## config.mk

```make
export PLATFORM = sky130hd
export DESIGN_NAME = free_list_pool_with_mark_sweep
export DESIGN_NICKNAME = d
export VERILOG_FILES = /design/src/rtl/flpms_pkg.sv /design/src/rtl/free_list_pool_with_mark_sweep.sv /design/src/rtl/flpms_ram.sv
export SDC_FILE = /design/constraint.sdc
export NUM_CORES = 2
export LEC_CHECK = 0
export ABC_AREA = 1
export BUFFER_PORTS_ARGS = -buffer_cell sky130_fd_sc_hd__buf_2
export CAP_MARGIN = 30
export CORE_UTILIZATION = 45
export CTS_CLUSTER_DIAMETER = 40
export DETAILED_ROUTE_END_ITERATION = 10
export SYNTH_ARGS = -nofsm -noshare
export SYNTH_HDL_FRONTEND = slang
export SYNTH_HIERARCHICAL = 1
export SYNTH_SLANG_ARGS = --single-unit
```

## constraint.sdc

```tcl
create_clock -name clk -period 10.11 [get_ports clk]
set_input_delay 2.022 -clock clk [delete_from_list [all_inputs] [get_ports clk]]
set_output_delay 2.022 -clock clk [all_outputs]
set_load 0.02 [all_outputs]
```

## src/rtl/flpms_pkg.sv

```systemverilog
// ----------------------------------------------------------------------------
// Free-list pool package
// Shared constants, request kinds and the result record of the free-list
// pool with mark and sweep.
// ----------------------------------------------------------------------------
package flpms_pkg;

  // Default number of pool entries.
  localparam int POOL_DEPTH_DEF = 256;

  // Field widths fixed by the interface.
  localparam int KIND_W  = 3;
  localparam int INDEX_W = 8;
  localparam int COUNT_W = 9;

  // Reset value of the pool size register.
  localparam logic [COUNT_W-1:0] POOL_SIZE_RST = 9'd256;

  // Request kinds.
  localparam logic [KIND_W-1:0] KIND_INIT  = 3'd0;
  localparam logic [KIND_W-1:0] KIND_ALLOC = 3'd1;
  localparam logic [KIND_W-1:0] KIND_FREE  = 3'd2;
  localparam logic [KIND_W-1:0] KIND_MARK  = 3'd3;
  localparam logic [KIND_W-1:0] KIND_SWEEP = 3'd4;

  // One result record.
  typedef struct packed {
    logic               granted;
    logic [INDEX_W-1:0] alloc_index;
    logic [COUNT_W-1:0] reclaimed;
    logic               pool_empty;
  } flpms_result_t;

endpackage

```

## src/rtl/free_list_pool_with_mark_sweep.sv

```systemverilog
// ----------------------------------------------------------------------------
// Free-list pool with mark and sweep
// A pool of entries kept as a singly linked free list with one head. Each
// entry's link, free flag and live mark share one word of a single RAM.
//
//   Channel   Signals                                   Direction
//   in        in_valid, in_ready, kind, entry_index     request in
//   out       out_valid, out_ready, granted,            result out
//             alloc_index, reclaimed, pool_empty
//   cfg       cfg_we, cfg_wdata (pool_size)             register write
//
// One request is worked on at a time. Alloc, free and mark read the RAM word
// and then write it back; an alloc on an empty pool, an out-of-range free or
// mark, a sweep with no active entries and an unknown kind finish in the
// accept cycle. Init writes n words, n being pool_size held to 1..POOL_DEPTH,
// and sweep reads and writes back active words: one RAM word per cycle.
// Results go to an output register, so a waiting result stalls only the
// next request's completion. Reset clears control state only; RAM words are
// never read before init has written them, so there is no clearing pass.
// ----------------------------------------------------------------------------
module free_list_pool_with_mark_sweep
  import flpms_pkg::*;
#(
  parameter int POOL_DEPTH = POOL_DEPTH_DEF
) (
  input  logic               clk,
  input  logic               rst,
  input  logic               in_valid,
  output logic               in_ready,
  input  logic [KIND_W-1:0]  kind,
  input  logic [INDEX_W-1:0] entry_index,
  output logic               out_valid,
  input  logic               out_ready,
  output logic               granted,
  output logic [INDEX_W-1:0] alloc_index,
  output logic [COUNT_W-1:0] reclaimed,
  output logic               pool_empty,
  input  logic               cfg_we,
  input  logic [COUNT_W-1:0] cfg_wdata
);

  // Widths derived from the pool depth.
  localparam int AW = $clog2(POOL_DEPTH + 1);          // counts and links
  localparam int IW = (POOL_DEPTH > 1) ? $clog2(POOL_DEPTH) : 1;
  localparam int WW = AW + 2;                          // link, free, live
  localparam int XW = (AW > COUNT_W) ? AW : COUNT_W;   // compare width
  localparam logic [AW-1:0] END_MARK = AW'(POOL_DEPTH);

  // State codes.
  localparam logic [2:0] S_IDLE  = 3'd0;
  localparam logic [2:0] S_ALLOC = 3'd1;
  localparam logic [2:0] S_RMW   = 3'd2;
  localparam logic [2:0] S_INIT  = 3'd3;
  localparam logic [2:0] S_SWEEP = 3'd4;
  localparam logic [2:0] S_WAIT  = 3'd5;

  // Control registers.
  logic [2:0]          state, state_next;
  logic [AW-1:0]       head, head_next;
  logic [AW-1:0]       active, active_next;
  logic [AW-1:0]       cnt, cnt_next;
  logic [COUNT_W-1:0]  rclm, rclm_next;
  logic                swp_vld, swp_vld_next;
  logic [COUNT_W-1:0]  pool_size;

  // Payload registers.
  logic [IW-1:0]       swp_addr;
  logic [KIND_W-1:0]   op_kind;
  logic [IW-1:0]       op_idx;
  flpms_result_t       pend;
  flpms_result_t       out_res;

  // RAM port signals.
  logic                mem_we, mem_re;
  logic [IW-1:0]       mem_waddr, mem_raddr;
  logic [WW-1:0]       mem_wdata, mem_rdata;
  logic [AW-1:0]       rd_link, rd_link_clamp;
  logic                rd_on_free, rd_live;

  // Completion of the current request.
  logic                fin;
  flpms_result_t       fin_res;
  logic                out_free;

  // Decoded request fields.
  logic                accept;
  logic [XW-1:0]       idx_x, ps_x;
  logic [AW-1:0]       init_n;
  logic                idx_ok;
  logic [AW-1:0]       cnt_inc;
  logic [AW-1:0]       init_link;
  logic                head_is_end;

  flpms_ram #(
    .WIDTH (WW),
    .DEPTH (POOL_DEPTH)
  ) u_ram (
    .clk   (clk),
    .we    (mem_we),
    .waddr (mem_waddr),
    .wdata (mem_wdata),
    .re    (mem_re),
    .raddr (mem_raddr),
    .rdata (mem_rdata)
  );

  // Fields of the word read back.
  assign rd_link       = mem_rdata[WW-1:2];
  assign rd_on_free    = mem_rdata[1];
  assign rd_live       = mem_rdata[0];
  assign rd_link_clamp = (rd_link > END_MARK) ? END_MARK : rd_link;

  // Request decode and range checks.
  assign in_ready    = (state == S_IDLE);
  assign accept      = in_valid && in_ready;
  assign out_free    = !out_valid || out_ready;
  assign idx_x       = XW'(entry_index);
  assign idx_ok      = idx_x < XW'(active);
  assign ps_x        = XW'(pool_size);
  assign head_is_end = (head == END_MARK);
  assign cnt_inc     = cnt + AW'(1);
  assign init_link   = (cnt_inc < active) ? cnt_inc : END_MARK;

  always_comb begin
    if (ps_x == '0) begin
      init_n = AW'(1);
    end else if (ps_x > XW'(POOL_DEPTH)) begin
      init_n = END_MARK;
    end else begin
      init_n = ps_x[AW-1:0];
    end
  end

  // Sequencer: request dispatch, RAM accesses and completion.
  always_comb begin
    logic [XW-1:0] head_x;
    state_next   = state;
    head_next    = head;
    active_next  = active;
    cnt_next     = cnt;
    rclm_next    = rclm;
    swp_vld_next = 1'b0;
    mem_we       = 1'b0;
    mem_waddr    = '0;
    mem_wdata    = '0;
    mem_re       = 1'b0;
    mem_raddr    = '0;
    fin          = 1'b0;
    head_x       = XW'(head);
    fin_res      = '0;

    unique case (state)
      S_IDLE: begin
        if (accept) begin
          priority case (kind)
            KIND_INIT: begin
              active_next = init_n;
              cnt_next    = '0;
              state_next  = S_INIT;
            end
            KIND_ALLOC: begin
              if (head_is_end) begin
                fin = 1'b1;
              end else begin
                mem_re     = 1'b1;
                mem_raddr  = head[IW-1:0];
                state_next = S_ALLOC;
              end
            end
            KIND_FREE, KIND_MARK: begin
              if (idx_ok) begin
                mem_re     = 1'b1;
                mem_raddr  = idx_x[IW-1:0];
                state_next = S_RMW;
              end else begin
                fin = 1'b1;
              end
            end
            KIND_SWEEP: begin
              if (active == '0) begin
                fin = 1'b1;
              end else begin
                cnt_next   = '0;
                rclm_next  = '0;
                state_next = S_SWEEP;
              end
            end
            default: begin
              fin = 1'b1;
            end
          endcase
        end
      end

      S_ALLOC: begin
        // Pop the head; the handed-out entry leaves the list unmarked.
        mem_we              = 1'b1;
        mem_waddr           = head[IW-1:0];
        mem_wdata           = {rd_link, 1'b0, 1'b0};
        head_next           = rd_link_clamp;
        fin                 = 1'b1;
        fin_res.granted     = 1'b1;
        fin_res.alloc_index = head_x[INDEX_W-1:0];
      end

      S_RMW: begin
        if (op_kind == KIND_FREE) begin
          // Push unless the entry is already on the list.
          if (!rd_on_free) begin
            mem_we    = 1'b1;
            mem_waddr = op_idx;
            mem_wdata = {head, 1'b1, rd_live};
            head_next = AW'(op_idx);
          end
        end else begin
          mem_we    = 1'b1;
          mem_waddr = op_idx;
          mem_wdata = {rd_link, rd_on_free, 1'b1};
        end
        fin = 1'b1;
      end

      S_INIT: begin
        // Link entry cnt to its successor and put it on the list unmarked.
        mem_we    = 1'b1;
        mem_waddr = cnt[IW-1:0];
        mem_wdata = {init_link, 1'b1, 1'b0};
        cnt_next  = cnt_inc;
        if (cnt_inc == active) begin
          head_next = '0;
          fin       = 1'b1;
        end
      end

      S_SWEEP: begin
        // Read stage: one entry per cycle in index order.
        if (cnt < active) begin
          mem_re       = 1'b1;
          mem_raddr    = cnt[IW-1:0];
          cnt_next     = cnt_inc;
          swp_vld_next = 1'b1;
        end
        // Write stage: free entries count as marked; clear marks, push the rest.
        if (swp_vld) begin
          mem_we    = 1'b1;
          mem_waddr = swp_addr;
          if (rd_live || rd_on_free) begin
            mem_wdata = {rd_link, rd_on_free, 1'b0};
          end else begin
            mem_wdata = {head, 1'b1, 1'b0};
            head_next = AW'(swp_addr);
            if (rclm != '1) begin
              rclm_next = rclm + COUNT_W'(1);
            end
          end
          if (!(cnt < active)) begin
            fin               = 1'b1;
            fin_res.reclaimed = rclm_next;
          end
        end
      end

      S_WAIT: begin
        if (out_free) begin
          state_next = S_IDLE;
        end
      end

      default: begin
        state_next = S_IDLE;
      end
    endcase

    fin_res.pool_empty = (head_next == END_MARK);

    if (fin) begin
      state_next = out_free ? S_IDLE : S_WAIT;
    end
  end

  // Control state.
  always_ff @(posedge clk) begin
    if (rst) begin
      state     <= S_IDLE;
      head      <= END_MARK;
      active    <= '0;
      cnt       <= '0;
      rclm      <= '0;
      swp_vld   <= 1'b0;
      pool_size <= POOL_SIZE_RST;
      out_valid <= 1'b0;
    end else begin
      state   <= state_next;
      head    <= head_next;
      active  <= active_next;
      cnt     <= cnt_next;
      rclm    <= rclm_next;
      swp_vld <= swp_vld_next;
      if (cfg_we) begin
        pool_size <= cfg_wdata;
      end
      if ((fin && out_free) || (state == S_WAIT && out_free)) begin
        out_valid <= 1'b1;
      end else if (out_ready) begin
        out_valid <= 1'b0;
      end
    end
  end

  // Payload registers: request operands, sweep address and results.
  always_ff @(posedge clk) begin
    swp_addr <= cnt[IW-1:0];
    if (accept) begin
      op_kind <= kind;
      op_idx  <= idx_x[IW-1:0];
    end
    if (fin) begin
      pend <= fin_res;
    end
    if (fin && out_free) begin
      out_res <= fin_res;
    end else if (state == S_WAIT && out_free) begin
      out_res <= pend;
    end
  end

  assign granted     = out_res.granted;
  assign alloc_index = out_res.alloc_index;
  assign reclaimed   = out_res.reclaimed;
  assign pool_empty  = out_res.pool_empty;

endmodule

```

## src/rtl/flpms_ram.sv

```systemverilog
// ----------------------------------------------------------------------------
// Generic RAM
// Simple dual-port synchronous RAM: one write port and one read port with
// registered read data.
// ----------------------------------------------------------------------------
module flpms_ram #(
  parameter int WIDTH = 8,
  parameter int DEPTH = 256,
  localparam int AW = (DEPTH > 1) ? $clog2(DEPTH) : 1
) (
  input  logic             clk,
  input  logic             we,
  input  logic [AW-1:0]    waddr,
  input  logic [WIDTH-1:0] wdata,
  input  logic             re,
  input  logic [AW-1:0]    raddr,
  output logic [WIDTH-1:0] rdata
);

  logic [WIDTH-1:0] mem [DEPTH];

  // Write port and registered read port.
  always_ff @(posedge clk) begin
    if (we) begin
      mem[waddr] <= wdata;
    end
    if (re) begin
      rdata <= mem[raddr];
    end
  end

endmodule
```

==> flow_summary_export.csv <==
group,metric,value,unit
sta,finalClockSkew,0.0850,ns
routing,drtIter0Drc,10000,
clocking,cts-hold-fix-buffers,0,
routing,ant_nets,0,
routing,routedWlPerCell,24.3,um
logic_synthesis,synthArstFlopShare,0,%
clocking,clk_pin_slew_worst_paths,0.06,ns
placement,dp_hpwl,196000,um
critical_path,path_max_fanout,183,
critical_path,cp.arrival,7.36,ns
critical_path,crit_family,"simple AND/OR/NAND/NOR gates",
critical_path,r2r_cells,22,
critical_path,cpPeakStageDelay,0.55,ns
global_routing,grt_max_degree,197,
logic_synthesis,ys_top_cells_by_area,"edfxtp_1 (71%), nand3_1 (12%), nand2_1 (9.7%)",
global_routing,grt_pass1_wl,516000,um
clocking,htreeDepth,5,
sta,grt_setup_unrepaired,"false",
sta,tns,0,ns
clocking,postCtsSetupBuffers,0,
logic_synthesis,synth_area,121000,sq um
layout,area_growth_syn_to_layout,15.6,%
die,start_util,45.3,%
pwr,power_leakage,50.0,nW
die,io_pins,46,
critical_path,crit_path_frequent_cell,"nand3_1",
critical_path,crit_type,"input port to flip-flop",
layout,fin_nets,10500,
logic_synthesis,synth_top_family_by_area,"simple AND/OR/NAND/NOR gates",
status,status,"completed",
global_routing,grt-ovfl-total,0,
routing,dr_total_vias,82600,
critical_path,cp-start-kind,"input port",
sta,maxSlewViolCount,0,
logic_synthesis,synth-seq-area-share,72.2,%
logic_synthesis,synthesis.nets,10400,
layout,fin_util,52.3,%
sta,setup_viol,0,
clocking,clock_sinks,2934,
sta,finalHoldViolCount,0,
global_routing,antenna_found_initial,9,
pwr,ir_worst_vdd,0.000228,V
clocking,clockBufferDepth,4,
logic_synthesis,synth_cell_types,52,
logic_synthesis,synthSimpleGateAreaFrac,22.9,%
layout,layout_common_cells,"nand2_1 (3108), edfxtp_1 (2876), nand3_1 (2822)",
logic_synthesis,synthAdderAreaFrac,0.289,%
logic_synthesis,ys.flop_type,"edfxtp_1",
placement,place_congestion,0.884,
layout,ff_latch_area,87500,sq um
critical_path,crit_required,10.93,ns
critical_path,crit_chain,"buf_2, ha_1, nand2_1, nand2_1, a21boi_0, nand3_1, nor2_1, a22oi_1, o22ai_4, buf_12, buf_4, buf_12, nand2_1, nand3_1, nand3_1, nand3_1, nand3_1, nand3_1, nand3_1, nand2_1, nand2_1, nand2_1",
die,die_h,521,um
clocking,cts_resized,0,
critical_path,path_buf_inv,4,
critical_path,path_depth,22,
pwr,powerDensity,242,nW/um^2
layout,multi_input_area,29200,sq um
global_routing,grt_pass1_vias,78500,
layout,layout-drive-gt1-share,10.6,%
logic_synthesis,synthMuxAreaShare,0,%
logic_synthesis,yosys_warnings,6,
critical_path,crit_end,"u_ram/rdata[3]",
routing,routed_wl,350000,um
logic_synthesis,synth_xor_area_share,0.0578,%
clocking,cts_tree,"done",
placement,port_buffers,45,
critical_path,r2r_start,"active[8]",
logic_synthesis,synth.top_cell.area_share,71.2,%
sta,final.min_clock_period,6.54,ns
die,core_area,268000,sq um
logic_synthesis,syn_area_per_cell,11.7,sq um
critical_path,r2r_setup_slack,3.86,ns
hold_path,holdCritPathClass,"flip-flop to flip-flop",
logic_synthesis,synth_cells,10300,
routing,routed_via_density,5.74,
sta,max_freq,153,MHz
routing,route.detailed.drc,0,
clocking,numCtsBuffers,410,
die,row_count,190,
layout,fillers,22300,
clocking,cts-root-buf,"clkbuf_16",
critical_path,r2r_end,"u_ram/rdata[6]",
sta,slew-limit-headroom,24.6,%
layout,final_common_cell,"nand2_1",
die,die-area,272000,sq um
logic_synthesis,ys_ff_latch,2934,
logic_synthesis,synth_top_area_cell,"edfxtp_1",
global_routing,track_usage,25.2,%
routing,drt_pass1_iterations,6,
logic_synthesis,synth_compound_area_share,0.716,%
logic_synthesis,synth_edf_count,2876,
critical_path,slowest_stage,"buf_12",
critical_path,end_kind,"flip-flop",
run,cap_violations,0,
critical_path,critical_path.startpoint,"entry_index[6]",
sta,tightest_slew,1.13,ns
die,dieWidth,521,um
clocking,clk_latency,0.96,ns
sta,finalCritPeriodShare,64.7,%
synthesized netlist by cell type (2+ instances only):
| cell | instances |
|---|---|
| edfxtp_1 | 2876 |
| nor3_1 | 4 |
| nand3b_1 | 3 |
| inv_4 | 2 |
| or2_2 | 2 |
| xor2_1 | 6 |
| clkinv_1 | 4 |
| nand2_2 | 6 |
| nand3_1 | 2822 |
| dfxtp_1 | 58 |
| nor2_1 | 401 |
| o22ai_1 | 9 |
| o211ai_1 | 8 |
| nor2_4 | 4 |
| a22oi_1 | 17 |
| nor2_2 | 7 |
| buf_6 | 133 |
| clkbuf_1 | 122 |
| nor4_1 | 3 |
| a21oi_1 | 44 |
| nand3_2 | 2 |
| inv_2 | 15 |
| inv_1 | 127 |
| o21ai_0 | 36 |
| buf_4 | 53 |
| a21boi_0 | 2 |
| xnor2_1 | 2 |
| nand2_4 | 2 |
| buf_1 | 46 |
| a31oi_1 | 11 |
| o221ai_1 | 4 |
| nand4_1 | 16 |
| buf_2 | 317 |
| buf_8 | 3 |
| a21oi_2 | 2 |
| o21ai_1 | 3 |
| nand2_1 | 3121 |
| ha_1 | 28 |
power breakdown:
part	total, mW	leakage, nW	switching [mW]	internal (mW)
Sequential	14.9	27.0	0.115	14.8
Combinational	4.19	16.1	3.44	0.751
Clock	14.8	6.86	5.60	9.22
sequential cells by signal, indices dropped and copies added (netlist names), 9 cells and up:
| register | count |
|---|---|
| reclaimed | 9 |
| active | 9 |
| pool_size | 9 |
| pend | 19 |
| u_ram/mem | 2816 |
| cnt | 9 |
| rclm | 9 |
| u_ram/rdata | 11 |
| head | 9 |
per-layer routing:
layer,track usage (%),wire length [um],vias to the layer above
li1,-,-,37000
met1,35.0,141000,40700
met2,39.4,162000,4260
met3,4.49,32800,655
met4,10.2,13800,2
met5,0,19,-
cell type report:
| class | count | area share, % |
|---|---|---|
| clock buffers | 447 | 7.50 |
| repair buffers | 400 | 2.85 |
| flip-flops and latches | 2934 | 62.5 |
| well taps | 3552 | 3.17 |
| inverters | 148 | 0.425 |
| diodes | 11 | 0.0196 |
| multi-input cells | 6578 | 20.8 |
| clock inverters | 315 | 2.78 |
how the worst min path moves through the flow:
stage          depth (start not counted)     endpoint   start  slack, ns
2_1_floorplan                          0  swp_addr[6]  cnt[6]       0.37
3_3_place_gp                           0  swp_addr[1]  cnt[1]       0.42
3_5_place_dp                           0  swp_addr[1]  cnt[1]       0.43
4_1_cts                                0  swp_addr[2]  cnt[2]       0.45
5_1_grt                                0  swp_addr[2]  cnt[2]       0.46
6_report                               0  swp_addr[2]  cnt[2]       0.44
per-stage QoR:
step / instance area [sq um] / instances / hold slack [ns] / power, mW / setup slack (ns)
6_report: 140000 / 14400 / 0.444 / 33.9 / 3.57
2_1_floorplan: 121000 / 10300 / 0.368 / 18.0 / 0.396
5_1_grt: 140000 / 14400 / 0.459 / 34.9 / 3.29
3_5_place_dp: 126000 / 13600 / 0.426 / 19.3 / 2.67
4_1_cts: 140000 / 14400 / 0.447 / 34.1 / 3.68
3_3_place_gp: 123000 / 13400 / 0.418 / 19.2 / 2.62
kinds of logic after synthesis:
family	count (synthesis)
compound gates	144
xor+xnor	8
fa+ha+maj	28
buf+inv	823
flops	2934
simple gates	6398
Note: power is estimated with default switching activity, not from simulation.
